===== config.mk =====
export PLATFORM = sky130hd
export DESIGN_NAME = swmm_cell
export DESIGN_NICKNAME = d
export VERILOG_FILES = /design/src/hdl/swmm_pkg.sv /design/src/hdl/swmm_cell.sv
export SDC_FILE = /design/constraint.sdc
export NUM_CORES = 1
export LEC_CHECK = 0
export ABC_CLOCK_PERIOD_IN_PS = 2750
export BUFFER_PORTS_ARGS = -buffer_cell sky130_fd_sc_hd__buf_4
export CORE_MARGIN = 2
export CORE_UTILIZATION = 48
export DETAILED_ROUTE_END_ITERATION = 16
export GPL_TIMING_DRIVEN = 0
export PLACE_DENSITY = 0.8
export SYNTH_ARGS = -nofsm -noshare
export SYNTH_HDL_FRONTEND = slang
export SYNTH_SLANG_ARGS = --single-unit

===== constraint.sdc =====
create_clock -name clk -period 2.75 [get_ports clk]
set_clock_uncertainty 0.05 [all_clocks]
set_input_delay 0 -clock clk [delete_from_list [all_inputs] [get_ports clk]]
set_output_delay 0 -clock clk [all_outputs]
set_load 0.01 [all_outputs]

===== src/hdl/swmm_pkg.sv =====
package swmm_pkg;

    localparam int SAMPLE_WIDTH = 16;
    localparam int WINDOW_MAX   = 64;
    localparam int LEN_W        = 7;
    localparam int CNT_W        = $clog2(WINDOW_MAX + 1);
    localparam int IDX_W        = $clog2(WINDOW_MAX);
    localparam int PADDR_W      = 3;
    localparam int PDATA_W      = 32;

    localparam logic [LEN_W-1:0] LEN_RESET = LEN_W'(4);

    // register index decoded from paddr[2]
    localparam logic [0:0] REG_WINDOW_LENGTH = 1'b0;

    typedef logic signed [SAMPLE_WIDTH-1:0] sample_t;

    typedef struct packed {
        sample_t sample;
        logic    restart;
    } in_item_t;

    typedef struct packed {
        sample_t window_min;
        sample_t window_max;
        logic    valid_res;
    } out_item_t;

    // running min/max traveling down the cell chain
    typedef struct packed {
        logic    active;
        sample_t lo;
        sample_t hi;
    } tok_t;

    typedef enum logic [1:0] {
        ST_IDLE,
        ST_SWEEP,
        ST_PEND
    } state_t;

endpackage


===== src/hdl/swmm_cell.sv =====
module swmm_cell (
    input  logic              clk,
    input  logic              rst_n,
    input  logic              shift_en,
    input  swmm_pkg::sample_t samp_in,
    output swmm_pkg::sample_t samp,
    input  logic              inject,
    input  swmm_pkg::tok_t    tok_in,
    output swmm_pkg::tok_t    tok_out
);

    swmm_pkg::sample_t samp_reg;
    swmm_pkg::tok_t    tok_reg;
    swmm_pkg::tok_t    tok_next;

    // stored sample, shifts one place older per accepted item
    always_ff @(posedge clk)
    begin
        if (shift_en)
        begin
            samp_reg <= samp_in;
        end
    end

    // inject starts a fresh min/max at this cell, else fold own sample in
    always_comb
    begin
        tok_next.active = inject | tok_in.active;
        if (inject)
        begin
            tok_next.lo = samp_reg;
            tok_next.hi = samp_reg;
        end
        else
        begin
            tok_next.lo = (tok_in.lo < samp_reg) ? tok_in.lo : samp_reg;
            tok_next.hi = (tok_in.hi > samp_reg) ? tok_in.hi : samp_reg;
        end
    end

    always_ff @(posedge clk or negedge rst_n)
    begin
        if (!rst_n)
        begin
            tok_reg <= '0;
        end
        else
        begin
            tok_reg <= tok_next;
        end
    end

    assign samp    = samp_reg;
    assign tok_out = tok_reg;

endmodule


Word level (Yosys, flattened, before mapping)
Index checks and enable logic that the tools add are counted.
Cells by class
  order comparisons: 2
  multiplexer cells: 3
  bitwise gates (word level): 1
Operator list (number)
  16-bit 2-to-1 mux: 2
  32-bit 2-to-1 mux: 1
  16-bit > comparator: 1
  16-bit < comparator: 1
  1-bit bitwise OR: 1
Word-level totals
  register bits: 49
  input bits: 53
  output and inout port bits: 49

Depth between registers and ports, before layout
Gate-level depths: netlist (run 1).
  word-level depth: 3
  gate-level depth with buffers: 9
  gate-level depth less buffers: 8

Worst setup path after synthesis (run 1)
OpenSTA, ideal clock, no wires.
  path kind: flip-flop to flip-flop
  start point: reg samp_reg[6] (netlist: samp[6])
  end point: reg tok_reg (netlist bit tok_out[21])
  setup time: 0.125 ns
  data arrival time: 2.429 ns
  data required time: 2.575 ns
  setup slack: 0.146 ns
  stages on the path, launching flop included: 10
  clock period less this slack: 2.604 ns
  path through: edfxtp_1 > inv_1 > ha_1 > and3_4 > a221o_1 > a221oi_2 > o21ai_2 > mux2i_4 > buf_12 > mux2_4
RTL lines
  from (decl): RTL line swmm_cell.sv:12  | swmm_pkg::sample_t samp_reg;
  from (signal assigned): RTL line swmm_cell.sv:21  | samp_reg <= samp_in;
  to (signal assigned): RTL line swmm_cell.sv:49  | tok_reg <= tok_next;
  to (decl): RTL line swmm_cell.sv:13  | swmm_pkg::tok_t tok_reg;

==> flow_summary.yaml, run 1 <==
pwr:
  p_comb_share_pct: 33.2
  p_switching_w: 0.000520
  seq_power_share_pct: 45.7
  p_int_w: 0.00139
  p_per_area_mw_per_mm2: 460
  power_frac_clock_pct: 21.1
  switching_share_pct: 27.2
  p_leak_nw: 2.04
  finalPower_w: 0.00191
  ir_drop_mv: 0.361
die:
  coreArea_mm2: 0.00514
  io_pins: 102
  start_util_pct: 49.8
  num_rows: 26
  die_h_um: 77.0
  die-area_mm2: 0.00593
  die_w_um: 77.0
logic_synthesis:
  yosysWarningCount: 0
  avgSynthCellArea_um2: 13.9
  synth_nets: 268
  synth_ff_type: "dfrtp_1"
  seq_area_frac_synth_pct: 51.1
  syn_area_mm2: 0.00256
  synth-edff-count: 16
  synth_cells: 184
  synth_cell_types: 35
  ys_ff_latch: 49
  synthArstFlopShare_pct: 67.3
detailed_routing:
  vias_per_cell: 4.93
  drc_errors: 0
  ant_nets: 0
  routedWlPerCell_um: 16.1
  first_iter_violations: 49
  dr.pass1.iters: 4
  num_vias: 2110
  wl_mm: 6.91
worst_hold_path:
  whs_path_depth: 1
  hold-path-endpoint: "samp[0]"
  hold_class: "in -> reg"
  hp-start: "shift_en"
worst_setup_path:
  cp-end-kind: "register"
  reg2reg_from: "samp[5]"
  path_cells: "inv_2 -> ha_1 -> and3_4 -> a221o_1 -> a221oi_2 -> o21ai_2 -> mux2i_4 -> clkbuf_16 -> mux2_4"
  cp_slowest_stage_delay_ns: 0.42
  cp_top_family: "compound AO/OA/AOI/OAI gates"
  crit_type: "reg -> reg"
  worst-path-max-fanout: 5
  worstPathArrival_ns: 2.83
  required_ns: 2.88
  critical_path_buf_inv_count: 2
  r2r_slack_ns: 0.06
  start_kind: "register"
  rr_worst_depth: 9
  rr_endpoint: "tok_out[24]"
  crit_slowest_cell: "edfxtp_1"
outcome:
  outcome: "finished clean"
layout:
  final_cell_mix: "buf_4, dlygate4sd3_1, dfrtp_1, ha_1, mux2_2"
  finalNetCount: 441
  syn2layout_area_growth_pct: 62.5
  fin_cells: 428
  design_area_mm2: 0.00416
  antenna_cells: 0
  final_common_cell: "buf_4"
  largest_reg_flops: 33
  layout-drive-gt1-share_pct: 46.4
  fillCellCount: 325
clock_network:
  clock_latency_ns: 0.29
  htreeDepth: 2
  cts_buffers: 5
  clk_path_buf_depth: 2
  clock-sinks: 49
  path_clk_slew_ns: 0.08
  cts_root_buffer: "clkbuf_8"
  cts_tree: "yes"
grt:
  grt_pass1_vias: 2325
  grt_max_degree: 34
  track_usage_pct: 24.1
  antenna_found_initial: 0
  overflow: 0
  grt_pass1_wl_mm: 11.1
sta:
  hold_viol_final: 0
  fin_crit_sh_pct: 97.9
  rsz0062_at_grt: "yes"
  final.min_clock_period_ns: 2.69
  tightest_slew_ns: 0.442
  setup_viol: 0
  relSlewSlack_pct: 70.5
  fmax_ghz: 0.371
  maxSlewViolCount: 0
  setup_ws_ns: 0.0565
placed_design:
  hpwlAfterDp_mm: 4.52
  gp_congestion: 0.755
  port_buffers: 101
  dp_slack_ns: -0.146
  placed_cell_area_mm2: 0.00340
  place_inst: 355
flow_run:
  cap_violations: 0
## cell families after synthesis
family,after synthesis,synth area share [%]
compound gates,25,6.90
fa+ha+maj,31,15.2
buf+inv,19,3.72
flops,49,51.1
mux,33,16.4
simple gates,27,6.70
## cell type report
class | count | area, µm² | share of cell area (%)
timing repair buffer | 166 | 1400 | 33.6
sequential | 49 | 1310 | 31.4
multi-input combinational | 116 | 1190 | 28.6
tap | 70 | 87.6 | 2.11
clock buffer | 8 | 80.1 | 1.93
inverter | 17 | 63.8 | 1.54
buffer | 2 | 35.0 | 0.843
## cell usage after synthesis (2+ instances only)
library cell  instances  area share, %
nor2_1                4           0.59
edfxtp_1             16             19
mux2_4               10            5.9
dfrtp_1              33             32
nand3_1               2           0.39
a211oi_1              2           0.59
a21o_1                6            1.8
a21oi_1               8            1.6
nor2b_1               2           0.49
nand4_1               5            1.2
inv_1                17            2.5
nand2_1               3           0.44
o21ai_0               2           0.39
mux2_2               22            9.7
nor3_1                2           0.39
ha_1                 31             15
## stage by stage
step	utilization, %	hold WS [ns]	TNS (ns)
6_report	80.9	0.0516	0
5_1_grt	80.9	0.0511	-0.341
4_1_cts	79.0	0.0405	0
3_5_place_dp	66.2	-0.0733	-1.92
3_3_place_gp	66.2	-0.0845	-1.48
2_1_floorplan	-	-0.346	0
## repair_timing
item / CTS / global route
resized for setup: 3 / 7
gates cloned: 0 / 1
endpoints found under the setup margin: 25 / 25
setup buffers: 7 / 6
hold buffers: 51 / 0
endpoints found under the hold margin: 82 / 0
pin swaps: 0 / 6
## power by group through the flow
| stage | clock [W] | sequential (W) | combinational (W) |
|---|---|---|---|
| detailed placement | 0 | 0.000889 | 0.000525 |
| global route | 0.000440 | 0.000883 | 0.000689 |
| CTS | 0.000413 | 0.000871 | 0.000604 |
| finish | 0.000403 | 0.000873 | 0.000636 |
| floorplan | 0 | 0.000925 | 0.000227 |
| global placement | 0 | 0.000885 | 0.000510 |
## worst reg2reg max path, delay by kind of cell (launching register included)
family	cells	cell delay [ns]
AND/OR/NAND/NOR	1	0.17
adder cells (fa/ha/maj)	1	0.23
flip-flops	1	0.42
multiplexers	2	0.62
AO/OA/AOI/OAI	3	0.76
buffers and inverters	2	0.32
## metal layers
metal	part of all wire, %	up-vias	global-route usage [%]
met5	0	-	0
met4	0.80	0	4.29
met3	4.1	6	4.35
met2	55	66	47.7
met1	40	1015	27.0
li1	-	1023	-
## how the worst max path moves through the flow
stage	endpoint	cells past startpoint	start	slack, ns
after detailed placement	tok_out[27]	9	samp[15]	-0.15
after global placement	tok_out[30]	9	samp[15]	-0.14
after global routing	tok_out[24]	9	samp[5]	-0.05
after CTS	tok_out[18]	9	samp[5]	0.04
after floorplan	tok_out[21]	9	samp[6]	0.15
final	tok_out[24]	9	samp[5]	0.06
No activity file was read; power rests on OpenSTA's default activity.
==> inputs of run 2 (changes only) <==
--- a/config.mk
+++ b/config.mk
@@ -8,10 +8,12 @@
 export ABC_CLOCK_PERIOD_IN_PS = 2750
 export BUFFER_PORTS_ARGS = -buffer_cell sky130_fd_sc_hd__buf_4
 export CORE_MARGIN = 2
-export CORE_UTILIZATION = 48
+export CORE_UTILIZATION = 50
+export CTS_BUF_LIST = sky130_fd_sc_hd__clkbuf_2
 export DETAILED_ROUTE_END_ITERATION = 16
 export GPL_TIMING_DRIVEN = 0
-export PLACE_DENSITY = 0.8
+export PLACE_DENSITY = 0.83
+export REMOVE_ABC_BUFFERS = 1
 export SYNTH_ARGS = -nofsm -noshare
 export SYNTH_HDL_FRONTEND = slang
 export SYNTH_SLANG_ARGS = --single-unit
==> flow_summary.yaml, run 2 (synthesis results as in run 1) <==
die:
  io_pins: 102
  die_h_um: 75.5
  die_w_um: 75.5
  start_util_pct: 51.0
  num_rows: 26
  coreArea_mm2: 0.00501
  die-area_mm2: 0.00570
grt:
  grt_max_degree: 34
  track_usage_pct: 24.6
  grt_pass1_vias: 2133
  overflow: 0
  antenna_found_initial: 0
  grt_pass1_wl_mm: 10.2
detailed_routing:
  ant_nets: 0
  dr.pass1.iters: 4
  met2RoutedLength_mm: 3.83
  num_vias: 2117
  first_iter_violations: 65
  routedWlPerCell_um: 16.3
  drc_errors: 0
  topRoutingLayerUsed: "met4"
  wl_met1_mm: 2.71
  met3_length_um: 258
  vias_per_cell: 4.98
  wl_mm: 6.93
layout:
  finalNetCount: 438
  register_area_mm2: 0.00131
  multi_input_area_mm2: 0.00120
  fillCellCount: 328
  largest_reg_flops: 33
  layout-drive-gt1-share_pct: 46.2
  antenna_cells: 0
  final_common_cell: "buf_4"
  syn2layout_area_growth_pct: 59.8
  final_cell_mix: "buf_4, dlygate4sd3_1, dfrtp_1, ha_1, mux2_2"
worst_setup_path:
  critical_path_buf_inv_count: 2
  crit_type: "reg -> reg"
  worstPathArrival_ns: 2.94
  crit_slowest_cell: "edfxtp_1"
  path_cells: "inv_2 -> ha_1 -> and3_4 -> a221o_1 -> a221oi_2 -> o21ai_2 -> mux2i_4 -> buf_4 -> mux2_4"
  worst-path-max-fanout: 4
  required_ns: 3.01
  start_kind: "register"
  cp_top_family: "compound AO/OA/AOI/OAI gates"
  cp_slowest_stage_delay_ns: 0.51
  cp-end-kind: "register"
pwr:
  ir_drop_mv: 0.289
  p_leak_nw: 2.00
  p_per_area_mw_per_mm2: 434
sta:
  hold_slack_ns: 0.223
  hold_viol_final: 0
  rsz0062_at_grt: "yes"
  fin_crit_sh_pct: 97.3
  fin_tns_setup_ns: 0
  maxSlewViolCount: 0
  final.min_clock_period_ns: 2.68
  setup_viol: 0
  tightest_slew_ns: 0.379
  fmax_ghz: 0.374
  setup_ws_ns: 0.0744
  relSlewSlack_pct: 74.6
clock_network:
  path_clk_slew_ns: 0.25
  clock_latency_ns: 0.43
  clk_path_buf_depth: 2
  cts_buffers: 5
  clock-sinks: 49
  cts_tree: "yes"
  htreeDepth: 2
  cts_root_buffer: "clkbuf_2"
worst_hold_path:
  hold_class: "in -> reg"
flow_run:
  cap_violations: 0
placed_design:
  hpwlAfterDp_mm: 4.17
  gp_congestion: 0.769
  dp_slack_ns: -0.363
  port_buffers: 101
outcome:
  outcome: "finished clean"
-- run 2: changes by cell type in the layout (fill, tap and decap cells not counted), sizes merged --
cell,change
buf,-6
clkbuf,-2
clkinv,+1
dlygate4sd3,+3
nand3b,+1
-- run 2: path summary, 6_finish.rpt --
path | end | depth (start not counted) | slack (ns) | from
worst max register to register | tok_out[28] | 9 | 0.07 | samp[5]
max in group asynchronous | tok_out[12] | 4 | 1.92 | rst_n
worst min-delay path | samp[9] | 2 | 0.22 | samp_in[9]
worst max-delay path | tok_out[28] | 9 | 0.07 | samp[5]
min in group asynchronous | tok_out[4] | 4 | 0.50 | rst_n
worst min register to register | tok_out[25] | 1 | 0.55 | samp[9]
-- run 2: what timing repair did --
item / in CTS / in global routing
endpoints found under the setup margin: 15 / 31
gates resized for setup: 1 / 10
hold endpoints to repair: 98 / 0
gates cloned: 0 / 1
pin swaps: 0 / 5
hold buffers: 55 / 0
buffers inserted: 3 / 5
-- run 2: per-stage QoR --
stage / instance area (µm²) / cells / utilization (%) / power [W]
after floorplan: 2530 / 182 / - / 0.00114
after global placement: 3370 / 353 / 67.3 / 0.00138
after detailed placement: 3370 / 353 / 67.3 / 0.00139
after CTS: 4000 / 419 / 79.8 / 0.00175
after global routing: 4090 / 425 / 81.6 / 0.00188
final: 4090 / 425 / 81.6 / 0.00177
-- run 2: power breakdown --
| part | internal (W) | switching, W | total (W) | leakage [nW] |
|---|---|---|---|---|
| clock | 0.0000680 | 0.000222 | 0.000290 | 0.0306 |
| sequential | 0.000836 | 0.0000376 | 0.000874 | 0.540 |
| combinational | 0.000355 | 0.000256 | 0.000611 | 1.42 |
| total | 0.00126 | 0.000516 | 0.00177 | 2.00 |
-- run 2: routing by layer --
metal,vias up,track usage (%)
met5,-,0
met4,0,7.60
met3,12,4.50
met2,71,46.5
met1,1017,27.9
li1,1017,-
-- run 2: layout make-up --
class / count / share of cell area, %
Tap cell: 70 / 2.14
Inverter: 17 / 1.56
Clock inverter: 1 / 0.0918
Sequential cell: 49 / 32.0
Multi-Input combinational cell: 117 / 29.5
Clock buffer: 7 / 0.857
Timing Repair Buffer: 164 / 33.9
==> inputs of run 3 (changes only) <==
--- a/config.mk
+++ b/config.mk
@@ -6,13 +6,14 @@
 export NUM_CORES = 1
 export LEC_CHECK = 0
 export ABC_CLOCK_PERIOD_IN_PS = 2750
-export BUFFER_PORTS_ARGS = -buffer_cell sky130_fd_sc_hd__buf_4
+export BUFFER_PORTS_ARGS = -buffer_cell sky130_fd_sc_hd__buf_2
 export CORE_MARGIN = 2
 export CORE_UTILIZATION = 50
 export CTS_BUF_LIST = sky130_fd_sc_hd__clkbuf_2
 export DETAILED_ROUTE_END_ITERATION = 16
 export GPL_TIMING_DRIVEN = 0
 export PLACE_DENSITY = 0.83
+export RECOVER_POWER = 25
 export REMOVE_ABC_BUFFERS = 1
 export SYNTH_ARGS = -nofsm -noshare
 export SYNTH_HDL_FRONTEND = slang
==> flow_summary.yaml, run 3 (synthesis results as in run 1) <==
outcome:
  outcome: "finished with violations"
  violations: "capacitance limit, slew limit"
worst_setup_path:
  r2r_slack_ns: 0.02
  reg2reg_from: "samp[5]"
  worstPathArrival_ns: 3.00
  start_kind: "register"
  required_ns: 3.02
  cp-end-kind: "register"
  worst-path-max-fanout: 5
  crit_type: "reg -> reg"
  startpoint: "samp[5]"
  rr_worst_depth: 9
  worstSetupEndpoint: "tok_out[19]"
  rr_endpoint: "tok_out[19]"
detailed_routing:
  ant_nets: 0
  wl_mm: 6.68
  first_iter_violations: 35
  vias_per_cell: 5.00
  routedWlPerCell_um: 15.8
  drc_errors: 0
  num_vias: 2121
  dr.pass1.iters: 4
sta:
  maxSlewViolCount: 34
  fin_crit_sh_pct: 99.3
  rsz0062_at_grt: "yes"
  setup_ws_ns: 0.0181
  hold_slack_ns: 0.208
  final.min_clock_period_ns: 2.73
  relSlewSlack_pct: -24.2
  hold_viol_final: 0
  fmax_ghz: 0.366
  tightest_slew_ns: 1.86
  setup_viol: 0
placed_design:
  port_buffers: 101
  hpwlAfterDp_mm: 4.09
  gp_congestion: 0.733
  placed_cell_area_mm2: 0.00312
  dp_slack_ns: -0.460
clock_network:
  clock-sinks: 49
  cts_tree: "yes"
  cts_buffers: 5
  htreeDepth: 2
  path_clk_slew_ns: 0.23
  cts_root_buffer: "clkbuf_2"
  clk_path_buf_depth: 2
  clock_latency_ns: 0.42
pwr:
  p_switching_w: 0.000514
  power_frac_clock_pct: 20.7
  p_leak_nw: 1.92
  ir_drop_mv: 0.307
  p_int_w: 0.00129
  seq_power_share_pct: 48.0
  p_comb_share_pct: 31.3
  p_per_area_mw_per_mm2: 463
  switching_share_pct: 28.4
grt:
  overflow: 0
  antenna_found_initial: 0
  grt_pass1_wl_mm: 9.63
  grt_max_degree: 34
  track_usage_pct: 23.3
  grt_pass1_vias: 2089
layout:
  design_area_mm2: 0.00391
  largest_reg_flops: 33
  finalNetCount: 437
  register_area_mm2: 0.00131
  multi_input_area_mm2: 0.00125
  antenna_cells: 0
  fillCellCount: 346
  layout-drive-gt1-share_pct: 47.2
  syn2layout_area_growth_pct: 52.8
  final_common_cell: "buf_2"
  final_cell_mix: "buf_2, dlygate4sd3_1, dfrtp_1, ha_1, mux2_2"
die:
  die_w_um: 75.5
  num_rows: 26
  io_pins: 102
  coreArea_mm2: 0.00501
  die-area_mm2: 0.00570
  start_util_pct: 51.0
  die_h_um: 75.5
worst_hold_path:
  hold_class: "in -> reg"
  hp-start: "samp_in[10]"
  whs_path_depth: 2
flow_run:
  cap_violations: 1
[run 3: changes by cell type in the layout (fill, tap and decap cells not counted), sizes merged]
cell	change
buf	-2
bufinv	+1
clkbuf	+1
dlygate4sd3	-1
[run 3: power groups by stage]
stage / logic, W / registers (W) / clock network, W
global placement: 0.000435 / 0.000879 / 0
global route: 0.000618 / 0.000878 / 0.000410
finish: 0.000566 / 0.000868 / 0.000374
CTS: 0.000519 / 0.000867 / 0.000388
floorplan: 0.000216 / 0.000925 / 0
detailed placement: 0.000446 / 0.000882 / 0
[run 3: worst min-delay path by stage]
stage	to	slack, ns
floorplan	tok_out[0]	-0.35
global placement	tok_out[18]	0.05
detailed placement	tok_out[2]	0.07
CTS	tok_out[16]	0.09
global route	samp[13]	0.18
finish	samp[10]	0.21
[run 3: final cells by class]
| type | count | area share (%) |
|---|---|---|
| timing repair buffer | 163 | 29.1 |
| multi-input combinational | 117 | 32.0 |
| clock buffer | 6 | 0.768 |
| tap | 70 | 2.24 |
| clock inverter | 2 | 0.864 |
| sequential | 49 | 33.4 |
| inverter | 17 | 1.63 |
[run 3: metrics by stage]
step	cells	TNS [ns]	util, %	total power [W]
2_1_floorplan	182	-0.0177	-	0.00114
3_3_place_gp	353	-5.51	62.3	0.00131
3_5_place_dp	353	-6.22	62.3	0.00133
4_1_cts	416	0	74.9	0.00177
5_1_grt	424	-1.33	78.0	0.00191
6_report	424	0	78.0	0.00181
[run 3: timing repair]
item / in CTS / in global routing
resized for setup: 2 / 12
cloned: 0 / 2
endpoints found under the setup margin: 18 / 31
setup buffers: 2 / 6
pin swaps: 1 / 6
hold endpoints to repair: 95 / 0
hold buffers: 53 / 0
[run 3: per-layer routing]
metal,vias to the layer above,share of wire [%],GRT usage [%]
li1,1017,-,-
met1,1029,40,27.0
met2,67,55,44.2
met3,8,3.6,4.50
met4,0,0.96,5.26
met5,-,0,0
[run 3: worst max-delay path, cell delays in order, from the launching register on]
cell      delay [ns]
edfxtp_1        0.46
inv_1           0.09
ha_1            0.31
and3_4          0.19
a221o_1         0.36
a221oi_2        0.27
o21ai_2         0.13
mux2i_4         0.29
buf_12          0.16
mux2_2          0.33
